$ cat config.mk
export PLATFORM = sky130hd
export DESIGN_NAME = utf8_decode_cp1252_fallback_top_flat
export DESIGN_NICKNAME = d
export VERILOG_FILES = /design/src/rtl/u8cp_pkg.sv /design/src/rtl/u8cp_req_if.sv /design/src/rtl/u8cp_rsp_if.sv /design/src/rtl/u8cp_front.sv /design/src/rtl/u8cp_queue.sv /design/src/rtl/u8cp_back.sv /design/src/rtl/utf8_decode_cp1252_fallback_top.sv /design/src/flat_wrapper.sv
export SDC_FILE = /design/constraint.sdc
export NUM_CORES = 1
export LEC_CHECK = 0
export BUFFER_PORTS_ARGS = -buffer_cell sky130_fd_sc_hd__buf_2
export CAP_MARGIN = 20
export CORE_MARGIN = 5
export CORE_UTILIZATION = 52
export DETAILED_ROUTE_END_ITERATION = 8
export MAX_ROUTING_LAYER = met4
export PLACE_DENSITY = 0.69
export SLEW_MARGIN = 40
export SYNTH_ARGS = -nofsm -noshare
export SYNTH_HDL_FRONTEND = slang
export SYNTH_HIERARCHICAL = 1
export SYNTH_SLANG_ARGS = --single-unit
$ cat constraint.sdc
create_clock -name clock -period 5.05 [get_ports clock]
set_input_delay 0.505 -clock clock [delete_from_list [all_inputs] [get_ports clock]]
set_output_delay 0.505 -clock clock [all_outputs]
set_load 0.02 [all_outputs]
$ cat src/rtl/u8cp_pkg.sv
`default_nettype none

package u8cp_pkg;

   // Codepoint reported for the end of the stream.
   localparam logic signed [21:0] EOS_CODEPOINT = -22'sd1;

   // Replacement character for the undefined Windows-1252 slots.
   localparam logic [15:0] REPL_CHAR = 16'hFFFD;

   // Byte class boundaries.
   localparam logic [7:0] ASCII_LIMIT   = 8'h80;
   localparam logic [7:0] LEAD_LOW_EXCL = 8'hC1;
   localparam logic [7:0] LEAD_HI_EXCL  = 8'hF5;
   localparam logic [7:0] LEAD_THREE    = 8'hE0;
   localparam logic [7:0] LEAD_FOUR     = 8'hF0;
   localparam logic [7:0] LEAD_MAX      = 8'hF4;
   localparam logic [7:0] E0_SECOND_MIN = 8'h9F;
   localparam logic [7:0] F0_SECOND_MIN = 8'h8F;
   localparam logic [7:0] F4_SECOND_MAX = 8'h90;
   localparam logic [7:0] CONT_MASK     = 8'hC0;
   localparam logic [7:0] CONT_TAG      = 8'h80;

   // One queued job: the held bytes to dump first, then a final codepoint.
   typedef struct packed {
      logic [2:0][7:0]    held;
      logic [1:0]         held_count;
      logic [2:0]         group_bytes;
      logic               is_fallback;
      logic signed [21:0] tail_cp;
   } job_type;

   // Windows-1252 mapping; bytes below 0x80 and from 0xA0 map to themselves.
   function automatic logic [21:0] map_byte(input logic [7:0] b);
      logic [15:0] cp;
      begin
         case (b)
            8'h80: cp = 16'h20AC;
            8'h82: cp = 16'h201A;
            8'h83: cp = 16'h0192;
            8'h84: cp = 16'h201E;
            8'h85: cp = 16'h2026;
            8'h86: cp = 16'h2020;
            8'h87: cp = 16'h2021;
            8'h88: cp = 16'h02C6;
            8'h89: cp = 16'h2030;
            8'h8A: cp = 16'h0160;
            8'h8B: cp = 16'h2039;
            8'h8C: cp = 16'h0152;
            8'h8E: cp = 16'h017D;
            8'h91: cp = 16'h2018;
            8'h92: cp = 16'h2019;
            8'h93: cp = 16'h201C;
            8'h94: cp = 16'h201D;
            8'h95: cp = 16'h2022;
            8'h96: cp = 16'h2013;
            8'h97: cp = 16'h2014;
            8'h98: cp = 16'h02DC;
            8'h99: cp = 16'h2122;
            8'h9A: cp = 16'h0161;
            8'h9B: cp = 16'h203A;
            8'h9C: cp = 16'h0153;
            8'h9E: cp = 16'h017E;
            8'h9F: cp = 16'h0178;
            8'h81, 8'h8D, 8'h8F, 8'h90, 8'h9D: cp = REPL_CHAR;
            default: cp = {8'h00, b};
         endcase
         return {6'd0, cp};
      end
   endfunction

endpackage

`default_nettype wire

$ cat src/rtl/u8cp_req_if.sv
`default_nettype none

interface u8cp_req_if;
   logic       valid;
   logic       ready;
   logic [7:0] data_byte;
   logic       end_of_stream;

   modport source (output valid, output data_byte, output end_of_stream, input ready);
   modport sink (input valid, input data_byte, input end_of_stream, output ready);
endinterface

`default_nettype wire

$ cat src/rtl/u8cp_rsp_if.sv
`default_nettype none

interface u8cp_rsp_if;
   logic               valid;
   logic               ready;
   logic signed [21:0] codepoint;
   logic [2:0]         group_bytes;
   logic               is_fallback;
   logic               last_of_group;

   modport source (output valid, output codepoint, output group_bytes,
                   output is_fallback, output last_of_group, input ready);
   modport sink (input valid, input codepoint, input group_bytes,
                 input is_fallback, input last_of_group, output ready);
endinterface

`default_nettype wire

$ cat src/rtl/u8cp_front.sv
`default_nettype none

module u8cp_front (
   input  wire                    clock,
   input  wire                    reset,
   input  wire                    accept,
   input  wire  [7:0]             data_byte,
   input  wire                    end_of_stream,
   output logic                   push,
   output u8cp_pkg::job_type      job
);

   logic [2:0][7:0] held_ff, held_in;
   logic [1:0]      count_ff, count_in;
   logic [2:0]      exp_ff, exp_in;

   logic            cont_ok;
   logic [2:0]      seq_len;
   logic [20:0]     decoded;
   logic            want_job;

   // Continuation check, with the second-byte range rules after E0, F0 and F4.
   always_comb begin
      cont_ok = (data_byte & u8cp_pkg::CONT_MASK) == u8cp_pkg::CONT_TAG;
      if (count_ff == 2'd1) begin
         if (held_ff[0] == u8cp_pkg::LEAD_THREE && !(data_byte > u8cp_pkg::E0_SECOND_MIN))
            cont_ok = 1'b0;
         if (held_ff[0] == u8cp_pkg::LEAD_FOUR && !(data_byte > u8cp_pkg::F0_SECOND_MIN))
            cont_ok = 1'b0;
         if (held_ff[0] == u8cp_pkg::LEAD_MAX && !(data_byte < u8cp_pkg::F4_SECOND_MAX))
            cont_ok = 1'b0;
      end
   end

   // Once the tag bits are checked, the codepoint is the concatenated payload bits.
   always_comb begin
      seq_len = {1'b0, count_ff} + 3'd1;
      case (count_ff)
         2'd1:    decoded = {10'd0, held_ff[0][4:0], data_byte[5:0]};
         2'd2:    decoded = {5'd0, held_ff[0][3:0], held_ff[1][5:0], data_byte[5:0]};
         default: decoded = {held_ff[0][2:0], held_ff[1][5:0], held_ff[2][5:0],
                             data_byte[5:0]};
      endcase
   end

   // Classification of the accepted word and the job it issues.
   always_comb begin
      held_in              = held_ff;
      count_in             = count_ff;
      exp_in               = exp_ff;
      want_job             = 1'b1;
      job.held             = held_ff;
      job.held_count       = 2'd0;
      job.group_bytes      = 3'd1;
      job.is_fallback      = 1'b0;
      job.tail_cp          = u8cp_pkg::EOS_CODEPOINT;
      if (end_of_stream) begin
         if (count_ff != 2'd0) begin
            job.held_count  = count_ff;
            job.group_bytes = seq_len;
            job.is_fallback = 1'b1;
         end
         count_in = 2'd0;
         exp_in   = 3'd0;
      end else if (count_ff == 2'd0) begin
         if (data_byte < u8cp_pkg::ASCII_LIMIT) begin
            job.tail_cp = {14'd0, data_byte};
         end else if (data_byte > u8cp_pkg::LEAD_LOW_EXCL &&
                      data_byte < u8cp_pkg::LEAD_HI_EXCL) begin
            want_job   = 1'b0;
            held_in[0] = data_byte;
            count_in   = 2'd1;
            if (data_byte < u8cp_pkg::LEAD_THREE)
               exp_in = 3'd2;
            else if (data_byte < u8cp_pkg::LEAD_FOUR)
               exp_in = 3'd3;
            else
               exp_in = 3'd4;
         end else begin
            job.tail_cp     = u8cp_pkg::map_byte(data_byte);
            job.is_fallback = 1'b1;
         end
      end else if (!cont_ok) begin
         job.held_count  = count_ff;
         job.group_bytes = seq_len;
         job.is_fallback = 1'b1;
         job.tail_cp     = u8cp_pkg::map_byte(data_byte);
         count_in        = 2'd0;
         exp_in          = 3'd0;
      end else if (seq_len >= exp_ff) begin
         job.group_bytes = seq_len;
         job.tail_cp     = {1'b0, decoded};
         count_in        = 2'd0;
         exp_in          = 3'd0;
      end else begin
         want_job = 1'b0;
         case (count_ff)
            2'd1:    held_in[1] = data_byte;
            default: held_in[2] = data_byte;
         endcase
         count_in = count_ff + 2'd1;
      end
   end

   assign push = accept && want_job;

   // Sequence state.
   always_ff @(posedge clock) begin
      if (reset) begin
         count_ff <= 2'd0;
         exp_ff   <= 3'd0;
      end else if (accept) begin
         count_ff <= count_in;
         exp_ff   <= exp_in;
      end
   end

   // Held bytes need no reset; only entries of the open sequence are read.
   always_ff @(posedge clock) begin
      if (accept)
         held_ff <= held_in;
   end

endmodule

`default_nettype wire

$ cat src/rtl/u8cp_queue.sv
`default_nettype none

module u8cp_queue #(
   parameter int unsigned DEPTH = 4
) (
   input  wire                    clock,
   input  wire                    reset,
   input  wire                    push,
   input  wire u8cp_pkg::job_type push_job,
   output logic                   full,
   input  wire                    pop,
   output logic                   not_empty,
   output u8cp_pkg::job_type      head_job
);

   localparam int unsigned PTR_W = (DEPTH > 1) ? $clog2(DEPTH) : 1;
   localparam int unsigned CNT_W = $clog2(DEPTH + 1);
   localparam logic [PTR_W-1:0] LAST_PTR = PTR_W'(DEPTH - 1);
   localparam logic [CNT_W-1:0] FULL_CNT = CNT_W'(DEPTH);

   u8cp_pkg::job_type slot_ff [DEPTH];
   logic [PTR_W-1:0]  wr_ff, wr_in, rd_ff, rd_in;
   logic [CNT_W-1:0]  cnt_ff, cnt_in;

   assign full      = cnt_ff == FULL_CNT;
   assign not_empty = cnt_ff != '0;
   assign head_job  = slot_ff[rd_ff];

   // Pointer and fill updates.
   always_comb begin
      wr_in  = wr_ff;
      rd_in  = rd_ff;
      cnt_in = cnt_ff;
      if (push)
         wr_in = (wr_ff == LAST_PTR) ? '0 : wr_ff + PTR_W'(1);
      if (pop)
         rd_in = (rd_ff == LAST_PTR) ? '0 : rd_ff + PTR_W'(1);
      if (push && !pop)
         cnt_in = cnt_ff + CNT_W'(1);
      else if (pop && !push)
         cnt_in = cnt_ff - CNT_W'(1);
   end

   always_ff @(posedge clock) begin
      if (reset) begin
         wr_ff  <= '0;
         rd_ff  <= '0;
         cnt_ff <= '0;
      end else begin
         wr_ff  <= wr_in;
         rd_ff  <= rd_in;
         cnt_ff <= cnt_in;
      end
   end

   // Job storage.
   always_ff @(posedge clock) begin
      if (push)
         slot_ff[wr_ff] <= push_job;
   end

endmodule

`default_nettype wire

$ cat src/rtl/u8cp_back.sv
`default_nettype none

module u8cp_back (
   input  wire                    clock,
   input  wire                    reset,
   input  wire                    job_valid,
   input  wire u8cp_pkg::job_type job,
   output logic                   pop,
   u8cp_rsp_if.source             rsp_chan
);

   logic [1:0]  idx_ff, idx_in;
   logic        last;
   logic [7:0]  held_sel;

   assign last = idx_ff == job.held_count;

   // Pick the held byte for the current result.
   always_comb begin
      case (idx_ff)
         2'd0:    held_sel = job.held[0];
         2'd1:    held_sel = job.held[1];
         default: held_sel = job.held[2];
      endcase
   end

   // Result word: held bytes first, then the final codepoint.
   assign rsp_chan.valid         = job_valid;
   assign rsp_chan.codepoint     = last ? job.tail_cp : u8cp_pkg::map_byte(held_sel);
   assign rsp_chan.group_bytes   = job.group_bytes;
   assign rsp_chan.is_fallback   = job.is_fallback;
   assign rsp_chan.last_of_group = last;

   assign pop = job_valid && rsp_chan.ready && last;

   // Result index within the current job.
   always_comb begin
      idx_in = idx_ff;
      if (job_valid && rsp_chan.ready)
         idx_in = last ? 2'd0 : idx_ff + 2'd1;
   end

   always_ff @(posedge clock) begin
      if (reset)
         idx_ff <= 2'd0;
      else
         idx_ff <= idx_in;
   end

endmodule

`default_nettype wire

$ cat src/rtl/utf8_decode_cp1252_fallback_top.sv
// UTF-8 decoder with Windows-1252 fallback.
// The req_chan channel takes one byte word per cycle (data_byte) while the
// queue is not full, or an end of stream marker (end_of_stream). The rsp_chan
// channel returns codepoint words with group_bytes, is_fallback and
// last_of_group; a word is moved when valid and ready are both high.
// The front classifies each byte and keeps the open sequence; every byte that
// closes a group, and every end of stream marker, posts a job to a queue of
// QUEUE_DEPTH entries, and the back turns each job into one to four result
// words, one word per cycle while rsp_chan.ready is high. Each job is
// registered in the queue before the back presents its first result word.
// Throughput is one byte per cycle while groups produce one word each; an
// invalid group gives extra words at the back, which the queue absorbs until it fills.
// req_chan.ready is low only while the queue is full, so a stalled receiver
// holds its current word and stops input once QUEUE_DEPTH jobs are waiting.
// Synchronous reset empties the queue and closes any open sequence.
`default_nettype none

module utf8_decode_cp1252_fallback_top #(
   parameter int unsigned QUEUE_DEPTH = 4
) (
   input  wire         clock,
   input  wire         reset,
   u8cp_req_if.sink    req_chan,
   u8cp_rsp_if.source  rsp_chan
);

   u8cp_pkg::job_type push_job, head_job;
   logic              push, pop, full, not_empty, accept;

   assign req_chan.ready = !full;
   assign accept         = req_chan.valid && !full;

   u8cp_front u_front (
      .clock         (clock),
      .reset         (reset),
      .accept        (accept),
      .data_byte     (req_chan.data_byte),
      .end_of_stream (req_chan.end_of_stream),
      .push          (push),
      .job           (push_job)
   );

   u8cp_queue #(
      .DEPTH (QUEUE_DEPTH)
   ) u_queue (
      .clock     (clock),
      .reset     (reset),
      .push      (push),
      .push_job  (push_job),
      .full      (full),
      .pop       (pop),
      .not_empty (not_empty),
      .head_job  (head_job)
   );

   u8cp_back u_back (
      .clock     (clock),
      .reset     (reset),
      .job_valid (not_empty),
      .job       (head_job),
      .pop       (pop),
      .rsp_chan  (rsp_chan)
   );

endmodule

`default_nettype wire
$ cat src/flat_wrapper.sv
// flat-port wrapper written by rule: the top's interface ports become plain ports
module utf8_decode_cp1252_fallback_top_flat 
#(
   parameter int unsigned QUEUE_DEPTH = 4
)
  (clock, reset, req_chan_valid, req_chan_data_byte, req_chan_end_of_stream, req_chan_ready, rsp_chan_valid, rsp_chan_codepoint, rsp_chan_group_bytes, rsp_chan_is_fallback, rsp_chan_last_of_group, rsp_chan_ready);
  u8cp_req_if req_chan_i ();
  u8cp_rsp_if rsp_chan_i ();
  input  wire clock;
  input  wire reset;
  input wire logic [$bits(req_chan_i.valid)-1:0] req_chan_valid;
  input wire logic [$bits(req_chan_i.data_byte)-1:0] req_chan_data_byte;
  input wire logic [$bits(req_chan_i.end_of_stream)-1:0] req_chan_end_of_stream;
  output wire logic [$bits(req_chan_i.ready)-1:0] req_chan_ready;
  output wire logic [$bits(rsp_chan_i.valid)-1:0] rsp_chan_valid;
  output wire logic [$bits(rsp_chan_i.codepoint)-1:0] rsp_chan_codepoint;
  output wire logic [$bits(rsp_chan_i.group_bytes)-1:0] rsp_chan_group_bytes;
  output wire logic [$bits(rsp_chan_i.is_fallback)-1:0] rsp_chan_is_fallback;
  output wire logic [$bits(rsp_chan_i.last_of_group)-1:0] rsp_chan_last_of_group;
  input wire logic [$bits(rsp_chan_i.ready)-1:0] rsp_chan_ready;
  assign req_chan_i.valid = req_chan_valid;
  assign req_chan_i.data_byte = req_chan_data_byte;
  assign req_chan_i.end_of_stream = req_chan_end_of_stream;
  assign req_chan_ready = req_chan_i.ready;
  assign rsp_chan_valid = rsp_chan_i.valid;
  assign rsp_chan_codepoint = rsp_chan_i.codepoint;
  assign rsp_chan_group_bytes = rsp_chan_i.group_bytes;
  assign rsp_chan_is_fallback = rsp_chan_i.is_fallback;
  assign rsp_chan_last_of_group = rsp_chan_i.last_of_group;
  assign rsp_chan_i.ready = rsp_chan_ready;
  utf8_decode_cp1252_fallback_top #(.QUEUE_DEPTH(QUEUE_DEPTH)) u_core (.clock(clock), .reset(reset), .req_chan(req_chan_i), .rsp_chan(rsp_chan_i));
endmodule
== Word-level counts from Yosys, hierarchy flattened ==
Memory sizes are Yosys's and may differ from the RTL's. A register that Yosys moved wholly into a read port is not among the register bits.
Cells that the tools add are included.
Storage, ports and cells
  word-level logic and storage cells: 189
  bits in registers: 38
  memories: 1
  bits in writable memories: 208
  input port bits: 13
Operators by class
  bitwise gates (word level): 5
  muxes and demuxes: 52
  equality and inequality tests: 78
  reduce and logical (&&, ||, !) cells: 28
  magnitude comparators: 9
  $add $sub $neg: 7
Memories
  u_core.u_queue.slot_ff: depth 4, bits a word 52, rd ports 1, clocked after Yosys merged registers in 1, write ports 1, line u8cp_queue.sv:21  | u8cp_pkg::job_type slot_ff [DEPTH];
Operators by type and width (number)
  16-bit one-hot mux with 28 select lines: 2
  8-bit equality test (second input constant): 67
  22-bit two-way mux: 5
  23-bit two-way mux: 2
  21-bit one-hot mux with 2 select lines: 1
  8-bit less-than comparator (second input constant): 5
  3-bit two-way mux: 12
  8-bit > comparator (second input constant): 3
  2-bit two-way mux: 12
  8-bit one-hot mux with 2 select lines: 1
  1-bit two-way mux: 14
  6-bit two-way mux: 2
  6-bit AND reduction: 2
  1-bit logical AND: 10
  5-bit OR reduction: 2
  2-bit by 1-bit adder with 2-bit output (second input constant): 4
  2-bit equality test (second input constant): 4
  1-bit zero test: 6
  5-bit two-way mux: 1
  1-bit inverter: 5
  5-bit AND reduction: 1
  2-bit by 1-bit equality test with 1-bit output (second input constant): 2
  2-bit zero test: 2
  4-bit by 2-bit inequality test with 1-bit output (second input constant): 1
  12 further kinds: 13

== Depth between registers and ports, before layout ==
Gate-level depths: netlist (run 1).
  depth in word-level cells: 15
  gate-level depth with buffers: 16
  depth with buffers taken out: 14

== Modules after synthesis ==
The synthesis (run 1) kept the hierarchy.
Modules (own cells, without submodules)
  u8cp_queue: area an instance 8006.4 um^2, times used 1, sequential area each 6426.2 um^2, cells an instance 316
  u8cp_front: area an instance 2342.2 um^2, times used 1, sequential area each 820.8 um^2, cells an instance 281
  u8cp_back: area an instance 1133.6 um^2, times used 1, sequential area each 40.0 um^2, cells an instance 175
  utf8_decode_cp1252_fallback_top: area an instance 10.0 um^2, times used 1, sequential area each 0.0 um^2, cells an instance 2

== Worst setup path before layout (run 1) ==
Ideal clock, no wire load.
  kind: register to register
  start point: register u_core.u_front.count_ff[0]
  end point: memory u_core/u_queue/slot_ff[0][0] (netlist bit) (enable)
  data required time: 4.635 ns
  setup time: 0.415 ns
  arrival time: 3.100 ns
  buffers on the path: 2
  cell stages (with the launch flop): 11
  setup slack: 1.535 ns
  path through: dfxtp_1 -> ha_1 -> clkbuf_1 -> nand4_1 -> a211oi_2 -> or2_1 -> buf_6 -> nor2_2 -> a22oi_1 -> o21a_1 -> and2_1
On the way
  cells in the longest elaborated chain, start to end: 9
Ends and longest elaborated chain
  start: declaration: line u8cp_front.sv:14  | logic [1:0] count_ff, count_in;
  start signal: assignment: line u8cp_front.sv:113  | count_ff <= count_in;
  2-bit by 1-bit adder with 3-bit output: line u8cp_front.sv:37  | seq_len = {1'b0, count_ff} + 3'd1;
  3-bit >= comparator: line u8cp_front.sv:90  | end else if (seq_len >= exp_ff) begin
  1-bit two-way mux: line u8cp_front.sv:90
  1-bit two-way mux: line u8cp_front.sv:83  | end else if (!cont_ok) begin
  1-bit two-way mux (*): line u8cp_front.sv:65  | end else if (count_ff == 2'd0) begin
  1-bit two-way mux (*): line u8cp_front.sv:57  | if (end_of_stream) begin
  1-bit logical AND (*): line u8cp_front.sv:105  | assign push = accept && want_job;
  named net u_core.push: line utf8_decode_cp1252_fallback_top.sv:28  | logic push, pop, full, not_empty, accept;
  1-bit two-way mux (*): line u8cp_queue.sv:58  | if (push)
  1-bit two-way mux (not written as such) (*): line u8cp_queue.sv:59  | slot_ff[wr_ff] <= push_job;
  end: declaration: line u8cp_queue.sv:21
The timed path passes the listed nets; every way through them passes the cells marked *.

==> metrics.yaml, run 1 <==
dr.max_layer_used: "met4"
pre_cts_slack_ns: 1.048
clock-sinks: 248
dr.pass1.iters: 4
dpl.hpwl_mm: 17.02
cts_buffers: 25
arrival_ns: 4.00
insertion_delay_ns: 0.53
final_cell_mix: "edfxtp_1 (232), mux4_2 (50), nor2_1 (49)"
timing.final.crit_share: 0.8916
power_uw: 6386
cp_slowest_cell: "dfxtp_4"
wl_met1_mm: 11.09
vdd_drop_max_mv: 0.3047
path_max_fanout: 27
rows: 54
finalWorstSetupSlack_ns: 0.5473
yosysSeqAreaShare: 0.6341
post_cts_resized: 0
grt_max_degree: 53
hold_class: "input pin to register"
startpoint_type: "register"
ys_types: 78
io-pin-count: 42
critPathTopFamily: "compound AO/OA/AOI/OAI gates"
async_reset_ff_frac: 0
cts_hold_buf: 0
crit_path_cell_trace: "buf_4 > mux4_2 > a21oi_2 > nand2_1 > o221a_1 > a311oi_1 > o31ai_1 > buf_2"
num_vias: 7066
critPathBufInv: 2
synth_edf_count: 232
finClkSkew_ns: 0.01788
setup_viol: 0
relSlewSlack: 0.4525
place_congestion: 0.8748
tightestPinTransition_ns: 0.8212
synth.cell_area_sq_mm: 0.01149
syn2layout_area_growth_pct: 9.679
fin_cells: 1097
clock_path_buffers: 3
max_stage_delay_ns: 0.71
rsz0062_at_grt: "no"
core_area_sq_mm: 0.02182
fp.dieW_um: 158.7
antenna_found_initial: 0
dp.cells: 1051
start_util: 0.5266
routed-wl-met2_mm: 12.57
p_leak_uw: 0.004138
postCtsSetupBuffers: 0
worst_setup_path_end_kind: "primary output"
cts_tree: "yes"
grt_pass1_wl_mm: 39.94
powerDensity_mw_per_mm2: 506.6
postSynthAreaPerCell_sq_um: 14.85
routed_wl_mm: 25.92
track_usage: 0.2144
first_global_vias: 6958
drt-wirelength-per-cell_um: 23.63
tns_ns: 0
antenna_cells: 0
htree_levels: 1
dieArea_sq_mm: 0.02517
route.met3.wl_mm: 1.655
max_freq_ghz: 0.2221
crit_type: "register to primary output"
viasPerCell: 6.441
syn_inst: 774
maxSlewViolCount: 0
drive_above_1_share: 0.2032
hold_viol: 0
synth_fp_nets: 803
cts-root-buf: "clkbuf_16"
grt_overflow: 0
critPathRequiredTime_ns: 4.55
finalCriticalPeriod_ns: 4.503
synth-seq-cells: 248
yosys_warnings: 6
synth_top_flop_cell: "edfxtp_1"
fillCellCount: 1701
drc: 0
initialDrtViolationCount: 637
clk_pin_slew_ns: 0.06
nNetsFinal: 827
outcome: "completed"
fp.dieH_um: 158.7
portBuffers: 41
cap_viol_max_count: 0
final_common_cell: "edfxtp_1"
ant_nets: 0
synth_stat cells (5+ instances only):
| cell type | instances | area share |
|---|---|---|
| mux4_2 | 50 | 0.098 |
| clkbuf_1 | 16 | 0.0052 |
| nor3_1 | 16 | 0.0070 |
| o211ai_1 | 6 | 0.0039 |
| a21oi_1 | 35 | 0.015 |
| a22o_1 | 8 | 0.0061 |
| o21ai_1 | 6 | 0.0026 |
| buf_12 | 5 | 0.0087 |
| a21o_1 | 17 | 0.011 |
| nor2_1 | 49 | 0.016 |
| nor2b_1 | 5 | 0.0027 |
| dfxtp_1 | 16 | 0.028 |
| buf_2 | 20 | 0.0087 |
| nand2_1 | 36 | 0.012 |
| buf_6 | 7 | 0.0069 |
| edfxtp_1 | 232 | 0.61 |
| and3_1 | 7 | 0.0038 |
| mux2i_1 | 5 | 0.0044 |
| a221oi_1 | 6 | 0.0046 |
| ha_1 | 15 | 0.016 |
| nand3_1 | 18 | 0.0078 |
| nand4_1 | 6 | 0.0033 |
| a31oi_1 | 15 | 0.0082 |
| o22ai_1 | 5 | 0.0027 |
| inv_1 | 20 | 0.0065 |
| o21ai_0 | 37 | 0.016 |
| buf_4 | 9 | 0.0059 |
| a22oi_1 | 10 | 0.0065 |
| xnor2_1 | 5 | 0.0038 |
| and2_1 | 8 | 0.0044 |
layout make-up:
class                           count  area, sq um  area share
Clock buffer                       30        644.4     0.05112
Sequential cell                   248         7292      0.5785
Clock inverter                     16        193.9     0.01539
Timing Repair Buffer               56        317.8     0.02521
Tap cell                          280        350.3     0.02779
Multi-Input combinational cell    446         3727      0.2957
Inverter                           21        78.83    0.006254
final timing paths:
path                            start                       end  slack, ns  depth (start not counted)
max                          register     rsp_chan_codepoint[2]       0.55                          8
min                    rsp_chan_ready   u_core/u_back/idx_ff[1]       0.31                          3
max reg2reg                  register  u_core/u_queue/cnt_ff[2]       1.18                         12
min reg2reg  u_core/u_front/exp_ff[2]  u_core/u_front/exp_ff[2]       0.49                          2
where the power goes:
| part | leakage, uW | total (uW) | switching, uW | internal [uW] |
|---|---|---|---|---|
| logic | 0.00150 | 2000 | 1300 | 701 |
| clock network | 0.000404 | 1860 | 738 | 1120 |
| registers | 0.00223 | 2530 | 91.9 | 2440 |
| total | 0.00414 | 6390 | 2130 | 4260 |
registers in the layout, indices dropped and copies added (netlist names), named ones only:
signal and count:
u_core/u_queue/wr_ff 2, u_core/u_queue/slot_ff 208, u_core/u_queue/rd_ff 2, u_core/u_queue/cnt_ff 3
u_core/u_front/job 24, u_core/u_back/idx_ff 2, u_core/u_front/exp_ff 3, u_core/u_front/count_ff 2
worst reg2reg max path, delay by kind of cell (launching register included):
| family | cells | cell delay, ns |
|---|---|---|
| buf+inv | 3 | 0.47 |
| fa+ha+maj | 2 | 0.43 |
| simple gates | 3 | 0.73 |
| compound gates | 1 | 0.14 |
| flops | 1 | 0.71 |
| xor+xnor | 2 | 0.65 |
| mux | 1 | 0.66 |
cell families after synthesis:
group | after synthesis | share of synthesized area
AND/OR/NAND/NOR | 169 | 0.07251
multiplexers | 57 | 0.1069
AO/OA/AOI/OAI | 196 | 0.1194
flip-flops | 248 | 0.6341
buffers and inverters | 80 | 0.04290
XOR/XNOR | 8 | 0.006097
adder cells (fa/ha/maj) | 16 | 0.01807
per-stage QoR:
| step | hold WS (ns) | cell area [sq um] | utilization |
|---|---|---|---|
| final | 0.3124 | 12600 | 0.5776 |
| after global routing | 0.3438 | 12600 | 0.5776 |
| after CTS | 0.3113 | 12600 | 0.5773 |
| after detailed placement | 0.4823 | 11760 | 0.5389 |
| after global placement | 0.4596 | 11760 | 0.5387 |
| after floorplan | 0.4408 | 11490 | - |
routing by layer:
metal  GRT usage  vias up
li1            -     3140
met4     0.05443        0
met3     0.02800       45
met5           -        -
met1      0.2991     3585
met2      0.3398      296
(Power assumes the default switching activity.)
==> run 2, diff against run 1 <==
--- a/config.mk
+++ b/config.mk
@@ -8,10 +8,11 @@
 export BUFFER_PORTS_ARGS = -buffer_cell sky130_fd_sc_hd__buf_2
 export CAP_MARGIN = 20
 export CORE_MARGIN = 5
-export CORE_UTILIZATION = 52
+export CORE_UTILIZATION = 58
 export DETAILED_ROUTE_END_ITERATION = 8
 export MAX_ROUTING_LAYER = met4
-export PLACE_DENSITY = 0.69
+export PLACE_DENSITY = 0.75
+export SKIP_CTS_REPAIR_TIMING = 1
 export SLEW_MARGIN = 40
 export SYNTH_ARGS = -nofsm -noshare
 export SYNTH_HDL_FRONTEND = slang
==> constraint.sdc (replaced) <==
create_clock -name clock -period 5 [get_ports clock]
set_input_delay 0.5 -clock clock [delete_from_list [all_inputs] [get_ports clock]]
set_output_delay 0.5 -clock clock [all_outputs]
set_load 0.02 [all_outputs]
==> metrics.yaml, run 2 (same netlist as run 1, synthesis figures left out) <==
htree_levels: 1
route.met3.wl_mm: 1.810
multi_input_comb_area_sq_mm: 0.003735
antenna_cells: 0
hold_class: "input pin to register"
clk_pin_slew_ns: 0.06
hold_viol: 0
max_freq_ghz: 0.2228
vdd_drop_max_mv: 0.2369
outcome: "completed"
fp.dieH_um: 150.8
final_cell_mix: "edfxtp_1 (232), mux4_2 (50), nor2_1 (49)"
seq_area_sq_mm: 0.007292
rows: 51
viasPerCell: 6.659
drt-wirelength-per-cell_um: 24.67
cts-root-buf: "clkbuf_16"
place_congestion: 0.9115
num_vias: 7158
nNetsFinal: 823
ant_nets: 0
grt_max_degree: 53
startpoint_type: "register"
dr.pass1.iters: 7
maxSlewViolCount: 0
critPathBufInv: 2
max_stage_delay_ns: 0.83
first_global_vias: 6972
fillCellCount: 1360
start_util: 0.5905
dpl.hpwl_mm: 17.19
cts_buffers: 24
path_max_fanout: 28
antenna_found_initial: 0
portBuffers: 41
top_register: "u_core/u_queue/slot_ff"
drive_above_1_share: 0.1926
rsz0062_at_grt: "no"
setup_viol: 0
crit_path_cell_trace: "buf_4 > mux4_2 > a22o_1 > a21oi_4 > nor4_1 > a2111oi_0 > o21ai_1 > buf_2"
core_area_sq_mm: 0.01946
grt_overflow: 0
power_uw: 6240
routed-wl-met2_mm: 12.89
powerDensity_mw_per_mm2: 500.8
final_common_cell: "edfxtp_1"
cp_slowest_cell: "dfxtp_2"
routed_wl_mm: 26.52
clock_path_buffers: 3
cts_tree: "yes"
largest_reg_flops: 208
fp.dieW_um: 150.8
insertion_delay_ns: 0.53
clock-sinks: 248
initialDrtViolationCount: 773
worst_setup_path_end_kind: "primary output"
dieArea_sq_mm: 0.02273
timing.final.crit_share: 0.8977
finClkSkew_ns: 0.02863
grt_pass1_wl_mm: 41.41
io-pin-count: 42
critPathRequiredTime_ns: 4.50
tightestPinTransition_ns: 0.8186
drc: 0
syn2layout_area_growth_pct: 8.415
wl_met1_mm: 11.09
finalCriticalPeriod_ns: 4.488
p_leak_uw: 0.004070
arrival_ns: 3.99
tns_ns: 0
relSlewSlack: 0.4543
dr.max_layer_used: "met4"
track_usage: 0.2467
crit_type: "register to primary output"
critPathTopFamily: "compound AO/OA/AOI/OAI gates"
cap_viol_max_count: 0
-- run 2: cell count changes in the layout (fill, tap and decap cells not counted), sizes merged --
cell | before | now
inv | 21 | 20
clkinv | 10 | 13
bufinv | 4 | 1
buf | 56 | 53
clkinvlp | 2 | 0
clkbuf | 30 | 29
-- run 2: layout make-up --
type | instances | share of cell area
Tap cell | 265 | 0.02661
Clock buffer | 29 | 0.04971
Clock inverter | 13 | 0.007632
Multi-Input combinational cell | 446 | 0.2998
Inverter | 21 | 0.006327
Timing Repair Buffer | 53 | 0.02470
Sequential cell | 248 | 0.5853
-- run 2: worst min-delay path: stages --
cell and delay, ns:
buf_2 0.13, nand4_1 0.09, a21oi_1 0.07
-- run 2: report_power, final --
part,internal (uW),switching [uW],total (uW)
sequential,2470,103,2570
clock,931,717,1650
combinational,703,1320,2020
total,4100,2140,6240
-- run 2: layer usage --
layer	vias to the layer above	global-route usage
met5	-	-
met1	3633	0.3558
met4	0	0.06664
met3	52	0.02649
met2	353	0.3825
li1	3120	-
-- run 2: path summary, 6_finish.rpt --
| kind | cells after the start | from | endpoint | slack (ns) |
|---|---|---|---|---|
| worst max register to register | 13 | u_core/u_front/count_ff[0] | u_core/u_queue/cnt_ff[2] | 1.05 |
| worst min-delay path | 3 | rsp_chan_ready | u_core/u_back/idx_ff[1] | 0.32 |
| worst max-delay path | 8 | register | rsp_chan_codepoint[1] | 0.51 |
| worst min register to register | 2 | u_core/u_front/exp_ff[2] | u_core/u_front/exp_ff[2] | 0.47 |
-- run 2: metrics by stage --
stage	utilization	worst slack, ns	hold slack, ns	instances	instance area, sq um
5_1_grt	0.6402	0.2429	0.3041	1075	12460
4_1_cts	0.6395	0.5081	0.2897	1075	12450
2_1_floorplan	-	1.485	0.4408	774	11490
6_report	0.6402	0.5116	0.3161	1075	12460
3_3_place_gp	0.6026	1.110	0.4557	1033	11730
3_5_place_dp	0.6028	1.070	0.4580	1033	11730
